`src/sv/mtep_pkg.sv`:
```
// Package for the track event parser: widths, codes, phase and kind enums,
// and the structs passed between the parser blocks. No dependencies.
package mtep_pkg;

  localparam int unsigned TRACK_COUNT = 16;
  localparam int unsigned TRACK_W     = 4;
  localparam logic [TRACK_W:0] TRACK_LIMIT = (TRACK_W + 1)'(TRACK_COUNT);

  localparam logic [7:0] RS_RESET          = 8'h0F;
  localparam logic [7:0] STATUS_META       = 8'hFF;
  localparam logic [7:0] META_END_OF_TRACK = 8'h2F;
  localparam logic [7:0] CHANNEL_NONE      = 8'hFF;

  localparam logic [3:0] HI_NOTE_OFF   = 4'h8;
  localparam logic [3:0] HI_NOTE_ON    = 4'h9;
  localparam logic [3:0] HI_AFTERTOUCH = 4'hA;
  localparam logic [3:0] HI_CONTROL    = 4'hB;
  localparam logic [3:0] HI_PROGRAM    = 4'hC;
  localparam logic [3:0] HI_PRESSURE   = 4'hD;
  localparam logic [3:0] HI_BEND       = 4'hE;
  localparam logic [3:0] HI_SYSTEM     = 4'hF;

  typedef enum logic [2:0] {
    PH_DELTA,
    PH_STATUS,
    PH_D1,
    PH_D2,
    PH_ONE,
    PH_MTYPE,
    PH_LEN,
    PH_PAYLOAD
  } phase_e;

  typedef enum logic [1:0] {
    KIND_HEADER  = 2'd0,
    KIND_PAYLOAD = 2'd1,
    KIND_ERROR   = 2'd2
  } kind_e;

  typedef enum logic [3:0] {
    ET_OFF      = 4'd0,
    ET_ON       = 4'd1,
    ET_AFTER    = 4'd2,
    ET_CONTROL  = 4'd3,
    ET_PROGRAM  = 4'd4,
    ET_PRESSURE = 4'd5,
    ET_BEND     = 4'd6,
    ET_SYSTEM   = 4'd7,
    ET_META     = 4'd8
  } evt_type_e;

  typedef struct packed {
    logic [TRACK_W-1:0] track;
    logic [7:0]         data_byte;
    logic               restart;
  } in_item_t;

  typedef struct packed {
    kind_e              kind;
    logic [31:0]        delta_ticks;
    logic [3:0]         event_type;
    logic [7:0]         channel;
    logic [7:0]         number;
    logic [14:0]        value;
    logic [31:0]        length;
    logic [7:0]         payload_byte;
    logic               last_payload;
    logic               track_ended;
    logic [TRACK_W-1:0] event_track;
  } result_t;

  typedef struct packed {
    logic               clear;
    logic [TRACK_W-1:0] idx;
    logic               rs_we;
    logic [7:0]         rs_data;
    logic               done_set;
  } tt_upd_t;

  typedef struct packed {
    logic [7:0] status;
    logic       done;
  } tt_rd_t;

endpackage

```
`src/sv/mtep_byte_if.sv`:
```
// Input channel: one track byte per transaction with valid/ready.
// Depends on mtep_pkg.
interface mtep_byte_if;
  import mtep_pkg::*;

  logic               valid;
  logic               ready;
  logic [TRACK_W-1:0] track;
  logic [7:0]         data_byte;
  logic               restart;

  modport source (output valid, track, data_byte, restart, input ready);
  modport sink   (input valid, track, data_byte, restart, output ready);
endinterface

```
`src/sv/mtep_evt_if.sv`:
```
// Output channel: one parsed result per transaction with valid/ready.
// Depends on mtep_pkg.
interface mtep_evt_if;
  import mtep_pkg::*;

  logic               valid;
  logic               ready;
  logic [1:0]         kind;
  logic [31:0]        delta_ticks;
  logic [3:0]         event_type;
  logic [7:0]         channel;
  logic [7:0]         number;
  logic [14:0]        value;
  logic [31:0]        length;
  logic [7:0]         payload_byte;
  logic               last_payload;
  logic               track_ended;
  logic [TRACK_W-1:0] event_track;

  modport source (output valid, kind, delta_ticks, event_type, channel, number, value,
                  length, payload_byte, last_payload, track_ended, event_track,
                  input ready);
  modport sink   (input valid, kind, delta_ticks, event_type, channel, number, value,
                  length, payload_byte, last_payload, track_ended, event_track,
                  output ready);
endinterface

```
`src/sv/mtep_in_stage.sv`:
```
// Input register: captures one byte transaction and holds it until the
// parse step takes it. Depends on mtep_pkg.
module mtep_in_stage (
  input  logic               clk_i,
  input  logic               rst_ni,
  input  logic               in_valid_i,
  output logic               in_ready_o,
  input  mtep_pkg::in_item_t in_item_i,
  input  logic               take_i,
  output logic               item_valid_o,
  output mtep_pkg::in_item_t item_o
);
  import mtep_pkg::*;

  logic     valid_q, valid_d;
  in_item_t item_q;
  logic     load;

  assign in_ready_o = !valid_q || take_i;
  assign load       = in_valid_i && in_ready_o;

  always_comb begin
    valid_d = valid_q;
    if (load) begin
      valid_d = 1'b1;
    end else if (take_i) begin
      valid_d = 1'b0;
    end
  end

  always_ff @(posedge clk_i or negedge rst_ni) begin
    if (!rst_ni) begin
      valid_q <= 1'b0;
    end else begin
      valid_q <= valid_d;
    end
  end

  always_ff @(posedge clk_i) begin
    if (load) begin
      item_q <= in_item_i;
    end
  end

  assign item_valid_o = valid_q;
  assign item_o       = item_q;
endmodule

```
`src/sv/mtep_track_table.sv`:
```
// Per-track running status and end-of-track flags, read at the current
// byte's track and updated by the parse step. Depends on mtep_pkg.
module mtep_track_table (
  input  logic                 clk_i,
  input  logic                 rst_ni,
  input  logic [mtep_pkg::TRACK_W-1:0] rd_idx_i,
  output mtep_pkg::tt_rd_t     rd_o,
  input  mtep_pkg::tt_upd_t    upd_i
);
  import mtep_pkg::*;

  logic [7:0]             rs_q [TRACK_COUNT];
  logic [TRACK_COUNT-1:0] done_q;

  always_ff @(posedge clk_i or negedge rst_ni) begin
    if (!rst_ni) begin
      for (int i = 0; i < TRACK_COUNT; i++) begin
        rs_q[i] <= RS_RESET;
      end
      done_q <= '0;
    end else begin
      for (int i = 0; i < TRACK_COUNT; i++) begin
        if (upd_i.rs_we && (TRACK_W'(i) == upd_i.idx)) begin
          rs_q[i] <= upd_i.rs_data;
        end else if (upd_i.clear) begin
          rs_q[i] <= RS_RESET;
        end
        if (upd_i.done_set && (TRACK_W'(i) == upd_i.idx)) begin
          done_q[i] <= 1'b1;
        end else if (upd_i.clear) begin
          done_q[i] <= 1'b0;
        end
      end
    end
  end

  assign rd_o.status = rs_q[rd_idx_i];
  assign rd_o.done   = done_q[rd_idx_i];
endmodule

```
`src/sv/mtep_parser.sv`:
```
// Parse step: event state registers, the single-pass byte decode and the
// result register. Depends on mtep_pkg; drives mtep_track_table updates.
module mtep_parser (
  input  logic               clk_i,
  input  logic               rst_ni,
  input  logic               item_valid_i,
  input  mtep_pkg::in_item_t item_i,
  output logic               take_o,
  input  mtep_pkg::tt_rd_t   tt_rd_i,
  output mtep_pkg::tt_upd_t  tt_upd_o,
  output logic               res_valid_o,
  input  logic               res_ready_i,
  output mtep_pkg::result_t  res_o
);
  import mtep_pkg::*;

  phase_e      phase_q, phase_d;
  logic [31:0] delta_q, delta_d;
  logic [7:0]  cur_q, cur_d;
  logic [7:0]  fd_q, fd_d;
  logic [31:0] len_q, len_d;
  logic [31:0] left_q, left_d;
  logic        halted_q, halted_d;
  logic        res_valid_q;
  result_t     res_q;

  logic        fire;
  logic        has_res;
  result_t     res;
  logic [7:0]  b;
  logic [7:0]  rs_t;
  logic        done_t;
  logic [7:0]  status;
  logic        consumed;
  logic        is_err;
  logic        run_body;
  logic        end_evt;
  logic [31:0] lacc_new;
  logic [31:0] left_new;
  logic        in_range;

  assign take_o = !res_valid_q || res_ready_i;
  assign fire   = item_valid_i && take_o;
  assign b      = item_i.data_byte;
  assign in_range = {1'b0, item_i.track} < TRACK_LIMIT;

  always_comb begin
    phase_d  = phase_q;
    delta_d  = delta_q;
    cur_d    = cur_q;
    fd_d     = fd_q;
    len_d    = len_q;
    left_d   = left_q;
    halted_d = halted_q;
    rs_t     = tt_rd_i.status;
    done_t   = tt_rd_i.done;
    if (item_i.restart) begin
      phase_d  = PH_DELTA;
      delta_d  = '0;
      cur_d    = '0;
      fd_d     = '0;
      len_d    = '0;
      left_d   = '0;
      halted_d = 1'b0;
      rs_t     = RS_RESET;
      done_t   = 1'b0;
    end

    res               = '0;
    has_res           = 1'b0;
    tt_upd_o.clear    = fire && item_i.restart;
    tt_upd_o.idx      = item_i.track;
    tt_upd_o.rs_we    = 1'b0;
    tt_upd_o.rs_data  = b;
    tt_upd_o.done_set = 1'b0;
    status   = rs_t;
    consumed = 1'b0;
    is_err   = 1'b0;
    run_body = 1'b0;
    end_evt  = 1'b0;
    lacc_new = {len_d[24:0], b[6:0]};
    left_new = left_d - 32'd1;

    if (fire && !halted_d && in_range) begin
      res.event_track = item_i.track;
      case (phase_d)
        PH_DELTA: begin
          if (!done_t) begin
            delta_d = {delta_d[24:0], b[6:0]};
            if (!b[7]) begin
              phase_d = PH_STATUS;
            end
          end
        end
        PH_STATUS: begin
          consumed = b[7];
          status   = consumed ? b : rs_t;
          tt_upd_o.rs_we = consumed;
          cur_d    = status;
          case (status[7:4])
            HI_NOTE_OFF, HI_NOTE_ON, HI_AFTERTOUCH, HI_CONTROL, HI_BEND: begin
              phase_d = PH_D1;
            end
            HI_PROGRAM, HI_PRESSURE: begin
              phase_d = PH_ONE;
            end
            HI_SYSTEM: begin
              len_d = '0;
              if (status == STATUS_META) begin
                phase_d = PH_MTYPE;
              end else begin
                fd_d    = {4'h0, status[3:0]};
                phase_d = PH_LEN;
              end
            end
            default: begin
              is_err          = 1'b1;
              res.kind        = KIND_ERROR;
              res.delta_ticks = delta_d;
              has_res         = 1'b1;
              halted_d        = 1'b1;
              end_evt         = 1'b1;
            end
          endcase
          run_body = !consumed && !is_err;
        end
        default: begin
          run_body = 1'b1;
        end
      endcase

      lacc_new = {len_d[24:0], b[6:0]};

      if (run_body) begin
        case (phase_d)
          PH_D1: begin
            fd_d    = b;
            phase_d = PH_D2;
          end
          PH_D2: begin
            res.kind        = KIND_HEADER;
            res.delta_ticks = delta_d;
            res.event_type  = {1'b0, cur_d[6:4]};
            res.channel     = {4'h0, cur_d[3:0]};
            has_res         = 1'b1;
            end_evt         = 1'b1;
            if (cur_d[7:4] == HI_BEND) begin
              res.value = {7'h00, fd_d} | {b, 7'h00};
            end else begin
              res.number = fd_d;
              res.value  = {7'h00, b};
            end
          end
          PH_ONE: begin
            res.kind        = KIND_HEADER;
            res.delta_ticks = delta_d;
            res.event_type  = {1'b0, cur_d[6:4]};
            res.channel     = {4'h0, cur_d[3:0]};
            res.value       = {7'h00, b};
            has_res         = 1'b1;
            end_evt         = 1'b1;
          end
          PH_MTYPE: begin
            fd_d    = b;
            phase_d = PH_LEN;
            tt_upd_o.done_set = (b == META_END_OF_TRACK);
          end
          PH_LEN: begin
            len_d = lacc_new;
            if (!b[7]) begin
              res.kind        = KIND_HEADER;
              res.delta_ticks = delta_d;
              res.event_type  = (cur_d == STATUS_META) ? ET_META : ET_SYSTEM;
              res.channel     = CHANNEL_NONE;
              res.number      = fd_d;
              res.length      = lacc_new;
              res.track_ended = (cur_d == STATUS_META) && (fd_d == META_END_OF_TRACK);
              has_res         = 1'b1;
              if (lacc_new == '0) begin
                end_evt = 1'b1;
              end else begin
                left_d  = lacc_new;
                phase_d = PH_PAYLOAD;
              end
            end
          end
          PH_PAYLOAD: begin
            res.kind         = KIND_PAYLOAD;
            res.payload_byte = b;
            has_res          = 1'b1;
            left_d           = left_new;
            if (left_new == '0) begin
              res.last_payload = 1'b1;
              end_evt          = 1'b1;
            end
          end
          default: begin
            end_evt = 1'b1;
          end
        endcase
      end
    end

    if (end_evt) begin
      phase_d = PH_DELTA;
      delta_d = '0;
      len_d   = '0;
      left_d  = '0;
    end
  end

  always_ff @(posedge clk_i or negedge rst_ni) begin
    if (!rst_ni) begin
      phase_q     <= PH_DELTA;
      delta_q     <= '0;
      cur_q       <= '0;
      fd_q        <= '0;
      len_q       <= '0;
      left_q      <= '0;
      halted_q    <= 1'b0;
      res_valid_q <= 1'b0;
    end else begin
      if (fire) begin
        phase_q  <= phase_d;
        delta_q  <= delta_d;
        cur_q    <= cur_d;
        fd_q     <= fd_d;
        len_q    <= len_d;
        left_q   <= left_d;
        halted_q <= halted_d;
      end
      if (take_o) begin
        res_valid_q <= fire && has_res;
      end
    end
  end

  always_ff @(posedge clk_i) begin
    if (fire && has_res) begin
      res_q <= res;
    end
  end

  assign res_valid_o = res_valid_q;
  assign res_o       = res_q;
endmodule

```
`src/sv/midi_track_event_parser_core.sv`:
```
// Top level of the track event parser: input register, track table, parse
// step and result register. Depends on mtep_pkg, mtep_byte_if, mtep_evt_if.
//
//   channel  | dir | carries
//   ---------+-----+-----------------------------------------------------
//   byte_i   | in  | track, data_byte, restart
//   evt_o    | out | kind, delta_ticks, event_type, channel, number, value,
//            |     | length, payload_byte, last_payload, track_ended,
//            |     | event_track
//
// One byte per cycle sustained unless evt_o stalls; a result is offered once its byte
// has passed from the input register through the decode into the result register.
// Bytes that give no result still pass through the decode stage.
// While evt_o stalls, one further byte is held in the input register.
// Reset clears the event state, sets every running status to 0x0F and
// clears the end-of-track flags; the block is ready straight out of reset.
module midi_track_event_parser_core (
  input  logic       clk_i,
  input  logic       rst_ni,
  mtep_byte_if.sink  byte_i,
  mtep_evt_if.source evt_o
);
  import mtep_pkg::*;

  in_item_t in_item;
  in_item_t item;
  logic     item_valid;
  logic     take;
  tt_rd_t   tt_rd;
  tt_upd_t  tt_upd;
  logic     res_valid;
  result_t  res;

  assign in_item.track     = byte_i.track;
  assign in_item.data_byte = byte_i.data_byte;
  assign in_item.restart   = byte_i.restart;

  mtep_in_stage u_in_stage (
    .clk_i        (clk_i),
    .rst_ni       (rst_ni),
    .in_valid_i   (byte_i.valid),
    .in_ready_o   (byte_i.ready),
    .in_item_i    (in_item),
    .take_i       (take),
    .item_valid_o (item_valid),
    .item_o       (item)
  );

  mtep_track_table u_track_table (
    .clk_i    (clk_i),
    .rst_ni   (rst_ni),
    .rd_idx_i (item.track),
    .rd_o     (tt_rd),
    .upd_i    (tt_upd)
  );

  mtep_parser u_parser (
    .clk_i        (clk_i),
    .rst_ni       (rst_ni),
    .item_valid_i (item_valid),
    .item_i       (item),
    .take_o       (take),
    .tt_rd_i      (tt_rd),
    .tt_upd_o     (tt_upd),
    .res_valid_o  (res_valid),
    .res_ready_i  (evt_o.ready),
    .res_o        (res)
  );

  assign evt_o.valid        = res_valid;
  assign evt_o.kind         = res.kind;
  assign evt_o.delta_ticks  = res.delta_ticks;
  assign evt_o.event_type   = res.event_type;
  assign evt_o.channel      = res.channel;
  assign evt_o.number       = res.number;
  assign evt_o.value        = res.value;
  assign evt_o.length       = res.length;
  assign evt_o.payload_byte = res.payload_byte;
  assign evt_o.last_payload = res.last_payload;
  assign evt_o.track_ended  = res.track_ended;
  assign evt_o.event_track  = res.event_track;
endmodule
```
`src/flat_wrapper.sv`:
```
// flat-port wrapper written by rule: the top's interface ports become plain ports
module midi_track_event_parser_core_flat import mtep_pkg::*;
  (clk_i, rst_ni, byte_i_valid, byte_i_track, byte_i_data_byte, byte_i_restart, byte_i_ready, evt_o_valid, evt_o_kind, evt_o_delta_ticks, evt_o_event_type, evt_o_channel, evt_o_number, evt_o_value, evt_o_length, evt_o_payload_byte, evt_o_last_payload, evt_o_track_ended, evt_o_event_track, evt_o_ready);
  mtep_byte_if byte_i_i ();
  mtep_evt_if evt_o_i ();
  input  logic clk_i;
  input  logic rst_ni;
  input wire logic [$bits(byte_i_i.valid)-1:0] byte_i_valid;
  input wire logic [$bits(byte_i_i.track)-1:0] byte_i_track;
  input wire logic [$bits(byte_i_i.data_byte)-1:0] byte_i_data_byte;
  input wire logic [$bits(byte_i_i.restart)-1:0] byte_i_restart;
  output wire logic [$bits(byte_i_i.ready)-1:0] byte_i_ready;
  output wire logic [$bits(evt_o_i.valid)-1:0] evt_o_valid;
  output wire logic [$bits(evt_o_i.kind)-1:0] evt_o_kind;
  output wire logic [$bits(evt_o_i.delta_ticks)-1:0] evt_o_delta_ticks;
  output wire logic [$bits(evt_o_i.event_type)-1:0] evt_o_event_type;
  output wire logic [$bits(evt_o_i.channel)-1:0] evt_o_channel;
  output wire logic [$bits(evt_o_i.number)-1:0] evt_o_number;
  output wire logic [$bits(evt_o_i.value)-1:0] evt_o_value;
  output wire logic [$bits(evt_o_i.length)-1:0] evt_o_length;
  output wire logic [$bits(evt_o_i.payload_byte)-1:0] evt_o_payload_byte;
  output wire logic [$bits(evt_o_i.last_payload)-1:0] evt_o_last_payload;
  output wire logic [$bits(evt_o_i.track_ended)-1:0] evt_o_track_ended;
  output wire logic [$bits(evt_o_i.event_track)-1:0] evt_o_event_track;
  input wire logic [$bits(evt_o_i.ready)-1:0] evt_o_ready;
  assign byte_i_i.valid = byte_i_valid;
  assign byte_i_i.track = byte_i_track;
  assign byte_i_i.data_byte = byte_i_data_byte;
  assign byte_i_i.restart = byte_i_restart;
  assign byte_i_ready = byte_i_i.ready;
  assign evt_o_valid = evt_o_i.valid;
  assign evt_o_kind = evt_o_i.kind;
  assign evt_o_delta_ticks = evt_o_i.delta_ticks;
  assign evt_o_event_type = evt_o_i.event_type;
  assign evt_o_channel = evt_o_i.channel;
  assign evt_o_number = evt_o_i.number;
  assign evt_o_value = evt_o_i.value;
  assign evt_o_length = evt_o_i.length;
  assign evt_o_payload_byte = evt_o_i.payload_byte;
  assign evt_o_last_payload = evt_o_i.last_payload;
  assign evt_o_track_ended = evt_o_i.track_ended;
  assign evt_o_event_track = evt_o_i.event_track;
  assign evt_o_i.ready = evt_o_ready;
  midi_track_event_parser_core u_core (.clk_i(clk_i), .rst_ni(rst_ni), .byte_i(byte_i_i), .evt_o(evt_o_i));
endmodule
```
`config.mk`:
```
export PLATFORM = sky130hd
export DESIGN_NAME = midi_track_event_parser_core_flat
export DESIGN_NICKNAME = d
export VERILOG_FILES = /design/src/sv/mtep_pkg.sv /design/src/sv/mtep_byte_if.sv /design/src/sv/mtep_evt_if.sv /design/src/sv/mtep_in_stage.sv /design/src/sv/mtep_track_table.sv /design/src/sv/mtep_parser.sv /design/src/sv/midi_track_event_parser_core.sv /design/src/flat_wrapper.sv
export SDC_FILE = /design/constraint.sdc
export NUM_CORES = 1
export LEC_CHECK = 0
export BUFFER_PORTS_ARGS = -buffer_cell sky130_fd_sc_hd__buf_2
export CELL_PAD_IN_SITES_DETAIL_PLACEMENT = 1
export CELL_PAD_IN_SITES_GLOBAL_PLACEMENT = 1
export CORE_MARGIN = 1
export CORE_UTILIZATION = 48
export CTS_BUF_LIST = sky130_fd_sc_hd__clkbuf_4 sky130_fd_sc_hd__clkbuf_8 sky130_fd_sc_hd__clkbuf_16
export DETAILED_ROUTE_END_ITERATION = 8
export PLACE_DENSITY = 0.81
export SLEW_MARGIN = 20
export SYNTH_ARGS = -nofsm -noshare
export SYNTH_HDL_FRONTEND = slang
export SYNTH_SLANG_ARGS = --single-unit
```
`constraint.sdc`:
```
create_clock -name clk_i -period 15.7 [get_ports clk_i]
set_clock_uncertainty 0.1 [all_clocks]
set_input_delay 0.785 -clock clk_i [delete_from_list [all_inputs] [get_ports clk_i]]
set_output_delay 0.785 -clock clk_i [all_outputs]
set_load 0.02 [all_outputs]
```
==> summary.md, run 1 <==
| Metric | Value |
|---|---|
| Die area | `between 30000 and 40000 um2` |
| Setup crit end kind | `flip-flop` |
| Post-CTS Resized | `0` |
| RSZ-0062 raised after global routing | `false` |
| CTS tree | `done` |
| Number of synthesized flops with an enable pin | `approximately 130` |
| Fin nets | `roughly 1800` |
| Die height | `approximately 200 um` |
| Antenna violations before repair | `0` |
| Post-DP HPWL | `about 39 mm` |
| Setup-failing EPs final | `0` |
| Critical path buffers and inverters | `5` |
| Synth Warn # | `0` |
| Core Footprint | `between 30000 and 40000 um2` |
| Area grow syn2layout | `12.98%` |
| # port buffers | `~130` |
| Met3 Resource Use GR | `5.212%` |
| Std-Cell Rows | `71` |
| Crit-path cells | `buf_4 -> inv_1 -> buf_4 -> nand2_1 -> ha_1 -> clkinv_1 -> nor2_1 -> a31oi_1 -> o211ai_1 -> o21ai_0 -> nor2_1 -> nand4_1 -> a21o_1 -> o21ai_4 -> o31ai_4 -> buf_4 -> a22o_1` |
| Residual DRC | `0` |
| Worst-path clk slew | `around 0.060 ns` |
| Peak VDD IR | `around 0.071 mV` |
| Post-route setup TNS | `0 ns` |
| Crit path arrival time | `approximately 6.6 ns` |
| P_leak | `around 8.6 nW` |
| Hold WC Path Type | `in -> async` |
| Reg2reg path depth | `17` |
| Die Wd | `about 200 um` |
| Worst setup margin | `between 9 and 10 ns` |
| Cell Area, Synth | `roughly 18000 um2` |
| Iteration-0 DRC Markers | `1216` |
| Synth Net Count | `1761` |
| CP delay by family, top | `buffers and inverters` |
| Maximum clock path buffer count | `3` |
| Initial Util | `just under 50%` |
| DRT Pass-1 Iters | `5` |
| Pwr dens | `between 100 and 150 nW/um2` |
| Critical path fanouts, max | `just under 60` |
| Async S/R FF share, synth | `67.11%` |
| GR peak layer | `met2` |
| Slew headroom | `around 22%` |
| Overflow after GRT | `0` |
| Skew-Pair Late Insertion Delay | `approximately 0.57 ns` |
| TritonCTS Buffers | `between 40 and 50` |
| Num ports | `around 130` |
| CP max stage cell | `o21ai_4` |
| DR WL/cell | `about 26 um` |
| Tot GR Track Use | `31.33%` |
| Final ANT Viol Nets | `0` |
| Sequential area share after synthesis | `55.49%` |
| Worst Tran Pin Value | `between 1 and 1.5 ns` |
| Worst EP required | `~16 ns` |
| Hold-fix buffers, CTS | `0` |
| Layout cells sized above 1 | `between 20% and 30%` |
| CP Launch Type | `flip-flop` |
| Vias in the first global route | `15290` |
| Tmin final | `between 6 and 7 ns` |
| CTS sink cnt | `380` |
| Top_reg_cell synth | `dfrtp_1` |
| Most used cell, CP | `buf_4` |
| Final period util | `between 40 and 50%` |
| First-pass GRT wire length | `92.65 mm` |
| Synth unique cells | `93` |
| Global Route met2 Usage | `between 50 and 60%` |
| Synth Instances | `1742` |
| CTS Root Cell | `clkbuf_16` |
| Worst slack at placement | `between 9 and 10 ns` |
| Largest net degree at the start of global routing | `approximately 90` |
| Post-DR vias/cell | `6.340` |
| Critical path depth in cells | `17` |
| Outcome | `finished clean` |
| Final wirelength | `between 60 and 70 mm` |
| Mean Syn Cell Area | `approximately 11 um2` |
| #FFs+latches synth | `380` |
| Post-CTS Setup Bufs | `0` |
| Met1 global-route usage | `40.79%` |
| Hold Fails Final Rpt | `0` |
| CP Class | `reg -> reg` |
| H-tree Lvls | `2` |
| Total number of vias | `approximately 15000` |
| RePlAce Congestion | `approximately 0.91` |
| Max-Cap Viols | `0` |
| Slew Limit Fails | `0` |
| Worst path max stage delay | `0.83 ns` |
| Fmax | `about 160 MHz` |
| Power Total | `about 3.1 mW` |
metrics by stage:
stage               hold WS (ns)  utilization, %  instance area, um2  instances
floorplan                 0.3380               -               18410       1742
global placement          0.3548           51.23               19300       2272
detailed placement        0.3663           51.28               19320       2273
CTS                       0.1782           55.11               20760       2351
global route              0.2065           55.21               20800       2351
finish                    0.1655           55.22               20800       2352
cell usage after synthesis (all sizes together), types with 9 or more instances:
master | number | share of area [%]
o211ai | 9 | 0.39
xor2 | 9 | 0.43
o31ai | 13 | 0.68
nor4 | 20 | 0.76
o2bb2ai | 12 | 0.57
dfrtp | 191 | 26
inv | 16 | 0.33
nand4 | 10 | 0.34
a22o | 75 | 3.6
nor2 | 149 | 3.1
a22oi | 39 | 1.6
nand3 | 32 | 0.90
dfstp | 64 | 9.1
and3 | 45 | 1.5
nor3 | 67 | 2.0
nor2b | 14 | 0.48
clkbuf | 109 | 2.2
mux2 | 12 | 0.73
o21ai | 134 | 3.8
mux2i | 33 | 1.8
a21oi | 68 | 1.9
a31oi | 15 | 0.59
and2 | 47 | 1.6
a21o | 26 | 1.1
edfxtp | 125 | 20
buf | 33 | 1.4
nand2 | 239 | 4.9
mux4 | 18 | 2.3
path summary, 6_finish.rpt:
| kind | from | end | slack, ns |
|---|---|---|---|
| setup / recovery | u_core.u_in_stage.item_o[0] | u_core.u_parser.delta_q[20] | 9.40 |
| hold / removal | rst_ni | u_core.u_track_table.done_q[14] | 0.17 |
| setup reg to reg | u_core.u_in_stage.item_o[0] | u_core.u_parser.delta_q[20] | 9.40 |
| hold reg to reg | u_core.u_track_table.rs_q[47] | u_core.u_track_table.rs_q[47] | 0.38 |
| max in group asynchronous | rst_ni | u_core.u_parser.delta_q[1] | 13.89 |
| min in group clk_i | byte_i_data_byte[3] | u_core.u_in_stage.item_o[4] | 0.30 |
registers in the layout, summed over array words and instances (netlist names):
register and count:
u_core.u_parser.cur_q 8, u_core.u_track_table.rs_q 128, u_core.u_in_stage.item_o 13, u_core.u_parser.delta_q 32, u_core.u_parser.fd_q 8, u_core.u_parser.halted_q 1, u_core.u_parser.len_q 25, u_core.u_track_table.done_q 16
u_core.u_parser.left_q 32, u_core.u_parser.res_o 112, u_core.u_parser.phase_q 3, u_core.u_in_stage.item_valid_o 1, u_core.u_parser.res_valid_o 1
placed cells by master (no fill, tap or decap), types with 12 or more instances in the layout:
cell type / Yosys / routed
clkbuf_16: 0 / 45
dfstp_2: 64 / 64
edfxtp_1: 125 / 125
mux4_2: 15 / 15
buf_4: 8 / 27
inv_1: 16 / 16
nand2_1: 239 / 238
dfrtp_1: 191 / 191
nand3_1: 31 / 31
nor4_1: 19 / 19
nor2b_1: 14 / 14
and2_1: 47 / 47
a31oi_1: 14 / 14
nor3_1: 61 / 60
nor2_1: 148 / 138
o2bb2ai_1: 12 / 12
buf_2: 14 / 132
and3_1: 45 / 45
a22o_1: 75 / 75
a21oi_1: 67 / 65
a21o_1: 26 / 26
mux2i_1: 33 / 33
a22oi_1: 39 / 39
o21ai_0: 127 / 127
where the power goes:
group / leakage (nW) / switching (mW) / internal [mW]
Clock: 0.720 / 0.409 / 0.608
Combinational: 3.40 / 0.588 / 0.256
Sequential: 4.51 / 0.0925 / 1.16
Total: 8.64 / 1.09 / 2.02
layout make-up:
type / count / area (um2)
tap: 511 / 639.4
sequential: 380 / 10210
clock inverter: 17 / 146.4
antenna: 1 / 2.502
multi-input combinational: 1202 / 7522
clock buffer: 61 / 1296
inverter: 18 / 67.56
fill: 4119 / 16870
timing repair buffer: 162 / 909.6
cell families after synthesis:
group,after synthesis,synth area share (%)
flip-flops,380,55.49
multiplexers,63,4.792
AND/OR/NAND/NOR,658,17.13
AO/OA/AOI/OAI,464,17.68
buffers and inverters,160,4.058
adder cells (fa/ha/maj),2,0.1359
XOR/XNOR,15,0.7137
per-layer routing:
metal	part of all wire (%)	wire, um	vias to the layer above
met4	3.7	2203	0
met5	0	0	-
met3	6.6	3970	151
met2	49	29550	615
met1	41	24550	7634
li1	-	-	6512
(Power assumes the default switching activity.)
==> run 2, diff against run 1 <==
- ABC_AREA: not set -> 1
- CORE_UTILIZATION: 48 -> 41
- PLACE_DENSITY: 0.81 -> 0.77
- clock period: 15.7 -> 5.6 ns (I/O delays scaled with it)
==> run 2 against run 1 <==
Net effect: sequential power rose to 2.9 times the previous value; worst hold slack worse by 0.10 ns; largest cell class unchanged; synthesized area up 10%; largest power group unchanged.
==> summary.md, run 2 <==
| Metric | Value |
|---|---|
| CP Launch Type | `flip-flop` |
| Synth top area cells | `dfrtp_1 (24%), edfxtp_1 (18%), nand2_1 (12%)` |
| Die height | `224.5 um` |
| Slew headroom | `around 29%` |
| Setup-failing EPs final | `0` |
| Fin nets | `between 2000 and 3000` |
| Worst path max stage delay | `roughly 0.74 ns` |
| Finished Layout Cells | `3452` |
| Number of synthesized flops with an enable pin | `between 100 and 150` |
| Hold path cells | `4` |
| Sequential Power Share | `a little over a third` |
| Top-count cell post-synth | `nand2_1` |
| First-pass GRT wire length | `114.6 mm` |
| Worst Tran Pin Value | `about 1.1 ns` |
| Worst Setup SP | `u_core.u_in_stage.item_o[9]` |
| Antenna violations before repair | `0` |
| CTS Root Cell | `clkbuf_16` |
| Maximum clock path buffer count | `3` |
| RePlAce Congestion | `0.9358` |
| Mean Syn Cell Area | `7.729 um2` |
| Initial Util | `41.55%` |
| P_leak | `10.59 nW` |
| Max-Cap Viols | `0` |
| Total number of vias | `~19000` |
| Top_reg_cell synth | `dfrtp_1` |
| Worst slack at placement | `around 0.5 ns` |
| Core Footprint | `just under 50000 um2` |
| Async S/R FF share, synth | `67.11%` |
| Vias in the first global route | `~20000` |
| DRT Pass-1 Iters | `5` |
| H-tree Lvls | `2` |
| Most frequent cells in the layout | `nand2_1 (667), nor2_1 (366), inv_1 (314)` |
| CTS tree | `done` |
| Worst EP required | `5.71 ns` |
| Outcome | `finished clean` |
| Critical path buffers and inverters | `5` |
| Hold WC Path Type | `in -> reg` |
| Hold Crit Start | `evt_o_ready` |
| CP Class | `reg -> reg` |
| Synth top area share | `23.55%` |
| Synth Warn # | `0` |
| Clock power frac | `just over 30%` |
| CP delay by family, top | `simple AND/OR/NAND/NOR gates` |
| CP max stage cell | `buf_4` |
| Die Wd | `around 220 um` |
| Tot GR Track Use | `between 20% and 30%` |
| Synth unique cells | `50` |
| Worst-path clk slew | `approximately 0.060 ns` |
| Layout cells sized above 1 | `around 14%` |
| Final ANT Viol Nets | `0` |
| Setup crit end kind | `flip-flop` |
| Hold Path End | `u_core.u_parser.res_valid_o` |
| #FFs+latches synth | `380` |
| Pwr dens | `~420 nW/um2` |
| Worst flop-to-flop path startpoint | `u_core.u_in_stage.item_o[9]` |
| DR WL/cell | `~21 um` |
| # diodes | `0` |
| Peak VDD IR | `approximately 0.22 mV` |
| Fmax | `just under 200 MHz` |
| Reg2reg path depth | `19` |
| Psw | `roughly 3.8 mW` |
| Crit path arrival time | `5.25 ns` |
| Cell Area, Synth | `~20000 um2` |
| Crit-path cells | `inv_1 -> nand2_1 -> nand2_1 -> nand2_1 -> nand2_1 -> nand2_1 -> nand2_1 -> o21ai_1 -> nand2_1 -> nor2_2 -> nor3_1 -> inv_1 -> nor2_1 -> inv_1 -> nand2_1 -> o21ai_0 -> buf_4 -> nor2_4 -> buf_4` |
| Number of instances in the placed design | `3345` |
| Most used cell, CP | `nand2_1` |
| Skew-Pair Late Insertion Delay | `about 0.6 ns` |
| Synth Net Count | `around 2600` |
| Final wirelength | `73.90 mm` |
| Synth cell count leaders | `nand2_1 (669), nor2_1 (368), inv_1 (315)` |
| Tmin final | `a little over 5 ns` |
| Final period util | `between 90% and 100%` |
| Sequential area share after synthesis | `between 50% and 60%` |
| Largest net degree at the start of global routing | `168` |
| Synth Instances | `approximately 2600` |
| CTS sink cnt | `380` |
| Die area | `slightly above 50000 um2` |
| Iteration-0 DRC Markers | `between 1500 and 2000` |
| Post-DR vias/cell | `around 5.5` |
| Power Total | `9.853 mW` |
| TritonCTS Buffers | `45` |
| Pint | `between 6 and 7 mW` |
| Num ports | `134` |
| Area leader, netlist | `dfrtp_1` |
| Most flops, register | `u_core.u_track_table.rs_q` |
| # port buffers | `133` |
| Final design utilization | `about half` |
| Switch share | `about two fifths` |
| RSZ-0062 raised after global routing | `false` |
| Post-DP HPWL | `49.12 mm` |
| Residual DRC | `0` |
| Critical path fanouts, max | `65` |
| Std-Cell Rows | `81` |
| Flop2flop setup slack | `about 0.46 ns` |
| Logic pwr share | `32.4%` |
| Overflow after GRT | `0` |
| Slew Limit Fails | `0` |
| Area grow syn2layout | `15.59%` |
| Reg2reg end | `u_core.u_parser.res_o[22]` |
| Hold Fails Final Rpt | `0` |
| Worst setup margin | `around 0.46 ns` |
| Post-route setup TNS | `0 ns` |
| Max reg flops | `~130` |
| Most common cell after layout, fill and taps aside | `nand2_1` |
## run 2: cell types whose count changed after synthesis, moves of 75 or more
cell	delta
inv_1	+299
nand2_1	+430
o22ai_1	+102
a21oi_1	+89
a22o_1	-75
nor2_1	+220
## run 2: worst max-delay path by stage
stage,end,slack (ns),cells after the start
finish,u_core.u_parser.res_o[22],0.46,19
global route,u_core.u_parser.res_o[22],0.15,19
CTS,u_core.u_parser.left_q[3],0.45,23
detailed placement,u_core.u_parser.left_q[23],0.49,23
global placement,u_core.u_parser.left_q[10],0.60,23
floorplan,u_core.u_parser.res_o[0],0.88,22
## run 2: final cells by class
cell class              count  area (um2)
inverters                 330        1240
fillers                  6010       25390
repair buffers            213        1344
clock buffers              65        1343
clock inverters            19       207.7
multi-input cells        1781        8280
well taps                 664       830.8
flip-flops and latches    380       10210
## run 2: through the flow
step	hold slack (ns)	cell area [um2]
floorplan	-0.1156	20300
global placement	0.2698	21690
detailed placement	0.2843	21690
CTS	0.04075	23410
global route	0.07651	23460
finish	0.06384	23460
## run 2: cell families (layout without fill, tap and decap cells)
| kind of cell | count (synthesis) | in the layout | synth area share [%] |
|---|---|---|---|
| AND/OR/NAND/NOR | 1227 | 1227 | 24.52 |
| AO/OA/AOI/OAI | 525 | 525 | 14.80 |
| buffers and inverters | 465 | 627 | 9.050 |
| flip-flops | 380 | 380 | 50.33 |
| XOR/XNOR | 26 | 26 | 1.122 |
| adder cells (fa/ha/maj) | 2 | 2 | 0.1233 |
| multiplexers | 1 | 1 | 0.04932 |
## run 2: power groups by stage
stage                     Sequential (mW)  Clock (mW)  Combinational [mW]
after floorplan                      3.72           0                2.02
after global placement               3.61           0                3.01
after detailed placement             3.64           0                3.11
after CTS                            3.59        3.12                3.16
after global routing                 3.63        3.21                3.51
final                                3.59        3.08                3.19
## run 2: timing repair
item / 4_1_cts / 5_1_grt
endpoints found under the setup margin: 0 / 7
hold buffers: 17 / 0
endpoints found under the hold margin: 102 / 0
setup buffers: 0 / 6
resized for setup: 0 / 2
## run 2: worst reg2reg max path, cell delays in order, from the launching register on
cell and delay, ns:
edfxtp_1 0.57, inv_1 0.53, nand2_1 0.12, nand2_1 0.12, nand2_1 0.09, nand2_1 0.07
nand2_1 0.06, nand2_1 0.09, o21ai_1 0.16, nand2_1 0.29, nor2_2 0.15, nor3_1 0.48
inv_1 0.22, nor2_1 0.19, inv_1 0.09, nand2_1 0.16, o21ai_0 0.19, buf_4 0.20
nor2_4 0.08, buf_4 0.74
## run 2: per-layer routing
metal | vias up | GRT usage, % | share of wire, %
met1 | 9573 | 37.79 | 43
met3 | 167 | 5.225 | 5.4
li1 | 8805 | - | -
met4 | 0 | 11.08 | 3.7
met5 | - | 0 | 0
met2 | 553 | 49.63 | 48
==> run 3, diff against run 2 <==
- ABC_AREA: 1 -> 0
- CORE_UTILIZATION: 41 -> 44
- PLACE_DENSITY: 0.77 -> 0.78
==> run 3 against run 2 <==
Net effect: the flow now finishes with violations (design-rule violations); critical endpoint is now u_core.u_parser.res_o[5]; die area is 15% lower; via count is 21% lower; largest power group unchanged; largest cell class unchanged; clock power is 10% lower; sequential share of layout area is 4.7 points higher; count of clock-buffer cells in the layout is 5 lower.
==> summary.md, run 3 (same netlist as run 1, synthesis figures left out) <==
| Metric | Value |
|---|---|
| GR peak layer | `met2` |
| Critical path buffers and inverters | `1` |
| DRT Pass-1 Iters | `9` |
| RSZ-0062 raised after global routing | `false` |
| TritonCTS Buffers | `42` |
| Residual DRC | `17` |
| Hold WC Path Type | `in -> async` |
| Switch share | `35.15%` |
| Most frequent cells in the layout | `nand2_1 (235), dfrtp_1 (191), nor2_1 (144)` |
| Peak VDD IR | `0.1942 mV` |
| Met1 global-route usage | `37.12%` |
| Critical path fanouts, max | `30` |
| Outcome | `finished with violations` |
| Critical path depth in cells | `10` |
| CP Launch Type | `flip-flop` |
| Clock power frac | `between 30% and 40%` |
| Final wirelength | `between 60 and 70 mm` |
| Skew-Pair Late Insertion Delay | `slightly below 0.6 ns` |
| Tmin final | `approximately 4.9 ns` |
| Setup crit end kind | `flip-flop` |
| Crit-path cells | `nor2b_1 -> a22oi_1 -> a32oi_2 -> nand2_2 -> nor4b_4 -> o221ai_4 -> nand2_4 -> nor3_4 -> a211oi_4 -> buf_12` |
| Max-Cap Viols | `0` |
| Worst setup margin | `0.6935 ns` |
| Std-Cell Rows | `74` |
| CTS tree | `done` |
| CTS Root Cell | `clkbuf_16` |
| Post-DP HPWL | `approximately 40 mm` |
| Iteration-0 DRC Markers | `1333` |
| RePlAce Congestion | `about 0.95` |
| Core Footprint | `41020 um2` |
| Worst Tran Pin Value | `about 1.1 ns` |
| # port buffers | `~130` |
| Setup-failing EPs final | `0` |
| CTS sink cnt | `380` |
| First-pass GRT wire length | `~93 mm` |
| Psw | `3.042 mW` |
| Worst flop-to-flop path startpoint | `u_core.u_in_stage.item_o[9]` |
| Met3 Resource Use GR | `under 10%` |
| Logic pwr share | `between 20% and 30%` |
| Pwr dens | `around 410 nW/um2` |
| Reg2reg path depth | `10` |
| Slew Limit Fails | `0` |
| Final period util | `87.62%` |
| Overflow after GRT | `0` |
| Power Total | `approximately 8.7 mW` |
| Max reg flops | `about 130` |
| Worst path max stage delay | `around 0.9 ns` |
| Reg2reg end | `u_core.u_parser.res_o[5]` |
| Worst EP required | `between 5 and 6 ns` |
| Antenna violations before repair | `1` |
| Finished Layout Cells | `between 2000 and 2500` |
| Die area | `approximately 43000 um2` |
| Area grow syn2layout | `15.11%` |
| Crit path arrival time | `5.06 ns` |
| Num ports | `approximately 130` |
| Vias in the first global route | `between 15000 and 20000` |
| Largest net degree at the start of global routing | `163` |
| CP delay by family, top | `compound AO/OA/AOI/OAI gates` |
| Tot GR Track Use | `28.59%` |
| Hold Fails Final Rpt | `0` |
| Worst slack at placement | `roughly 0.8 ns` |
| DR WL/cell | `about 25 um` |
| Post-DR vias/cell | `between 6 and 7` |
| Layout cells sized above 1 | `about a fifth` |
| Sequential Power Share | `40.4%` |
| # diodes | `0` |
| Pint | `approximately 5.6 mW` |
| Die height | `~210 um` |
| CP max stage cell | `edfxtp_1` |
| Most flops, register | `u_core.u_track_table.rs_q` |
| Violated checks | `design-rule violations` |
| Most common cell after layout, fill and taps aside | `nand2_1` |
| Fin nets | `~1900` |
| Die Wd | `around 210 um` |
| Final hold slack | `0.2450 ns` |
| Flop2flop setup slack | `0.69 ns` |
| Hold-fix buffers, CTS | `17` |
| Number of instances in the placed design | `around 2300` |
| Maximum clock path buffer count | `3` |
| Slew headroom | `25.81%` |
| Final ANT Viol Nets | `0` |
| P_leak | `8.833 nW` |
| CP Class | `reg -> reg` |
| Worst-path clk slew | `0.06 ns` |
| Post-CTS Setup Bufs | `0` |
| Initial Util | `between 40 and 50%` |
| Global Route met2 Usage | `47.53%` |
| Post-CTS Resized | `0` |
| Total number of vias | `about 15000` |
| Fmax | `slightly above 200 MHz` |
| H-tree Lvls | `2` |
[run 3: cell type report]
class / count / area [um2]
clock buffers: 60 / 1235
clock inverters: 18 / 141.4
fillers: 4420 / 19830
inverters: 18 / 67.56
multi-input cells: 1202 / 7575
flip-flops and latches: 380 / 10210
well taps: 532 / 665.6
repair buffers: 201 / 1291
[run 3: metrics by stage]
stage          instance area, um2  util [%]  setup TNS (ns)
3_3_place_gp                19640     47.88               0
3_5_place_dp                19640     47.88               0
4_1_cts                     21190     51.65               0
5_1_grt                     21190     51.66               0
6_report                    21190     51.66               0
2_1_floorplan               18510         -          -40.37
[run 3: routing by layer]
layer / vias to the layer above / wire length (um)
met3: 162 / 3936
met5: - / 0
met2: 587 / 29590
li1: 6577 / -
met4: 0 / 2356
met1: 7764 / 24160
[run 3: worst max-delay path by stage]
| stage | endpoint | from |
|---|---|---|
| 2_1_floorplan | u_core.u_parser.res_o[0] | u_core.u_in_stage.item_o[10] |
| 3_3_place_gp | u_core.u_parser.res_o[0] | u_core.u_in_stage.item_o[9] |
| 3_5_place_dp | u_core.u_parser.res_o[3] | u_core.u_in_stage.item_o[9] |
| 4_1_cts | u_core.u_parser.res_o[5] | u_core.u_in_stage.item_o[9] |
| 5_1_grt | u_core.u_parser.res_o[5] | u_core.u_in_stage.item_o[9] |
| 6_report | u_core.u_parser.res_o[5] | u_core.u_in_stage.item_o[9] |
[run 3: power by group through the flow]
stage | clock, mW | sequential (mW) | combinational (mW)
2_1_floorplan | 0 | 3.61 | 1.51
3_3_place_gp | 0 | 3.51 | 2.26
3_5_place_dp | 0 | 3.53 | 2.33
4_1_cts | 2.80 | 3.49 | 2.36
5_1_grt | 2.90 | 3.53 | 2.58
6_report | 2.77 | 3.50 | 2.39
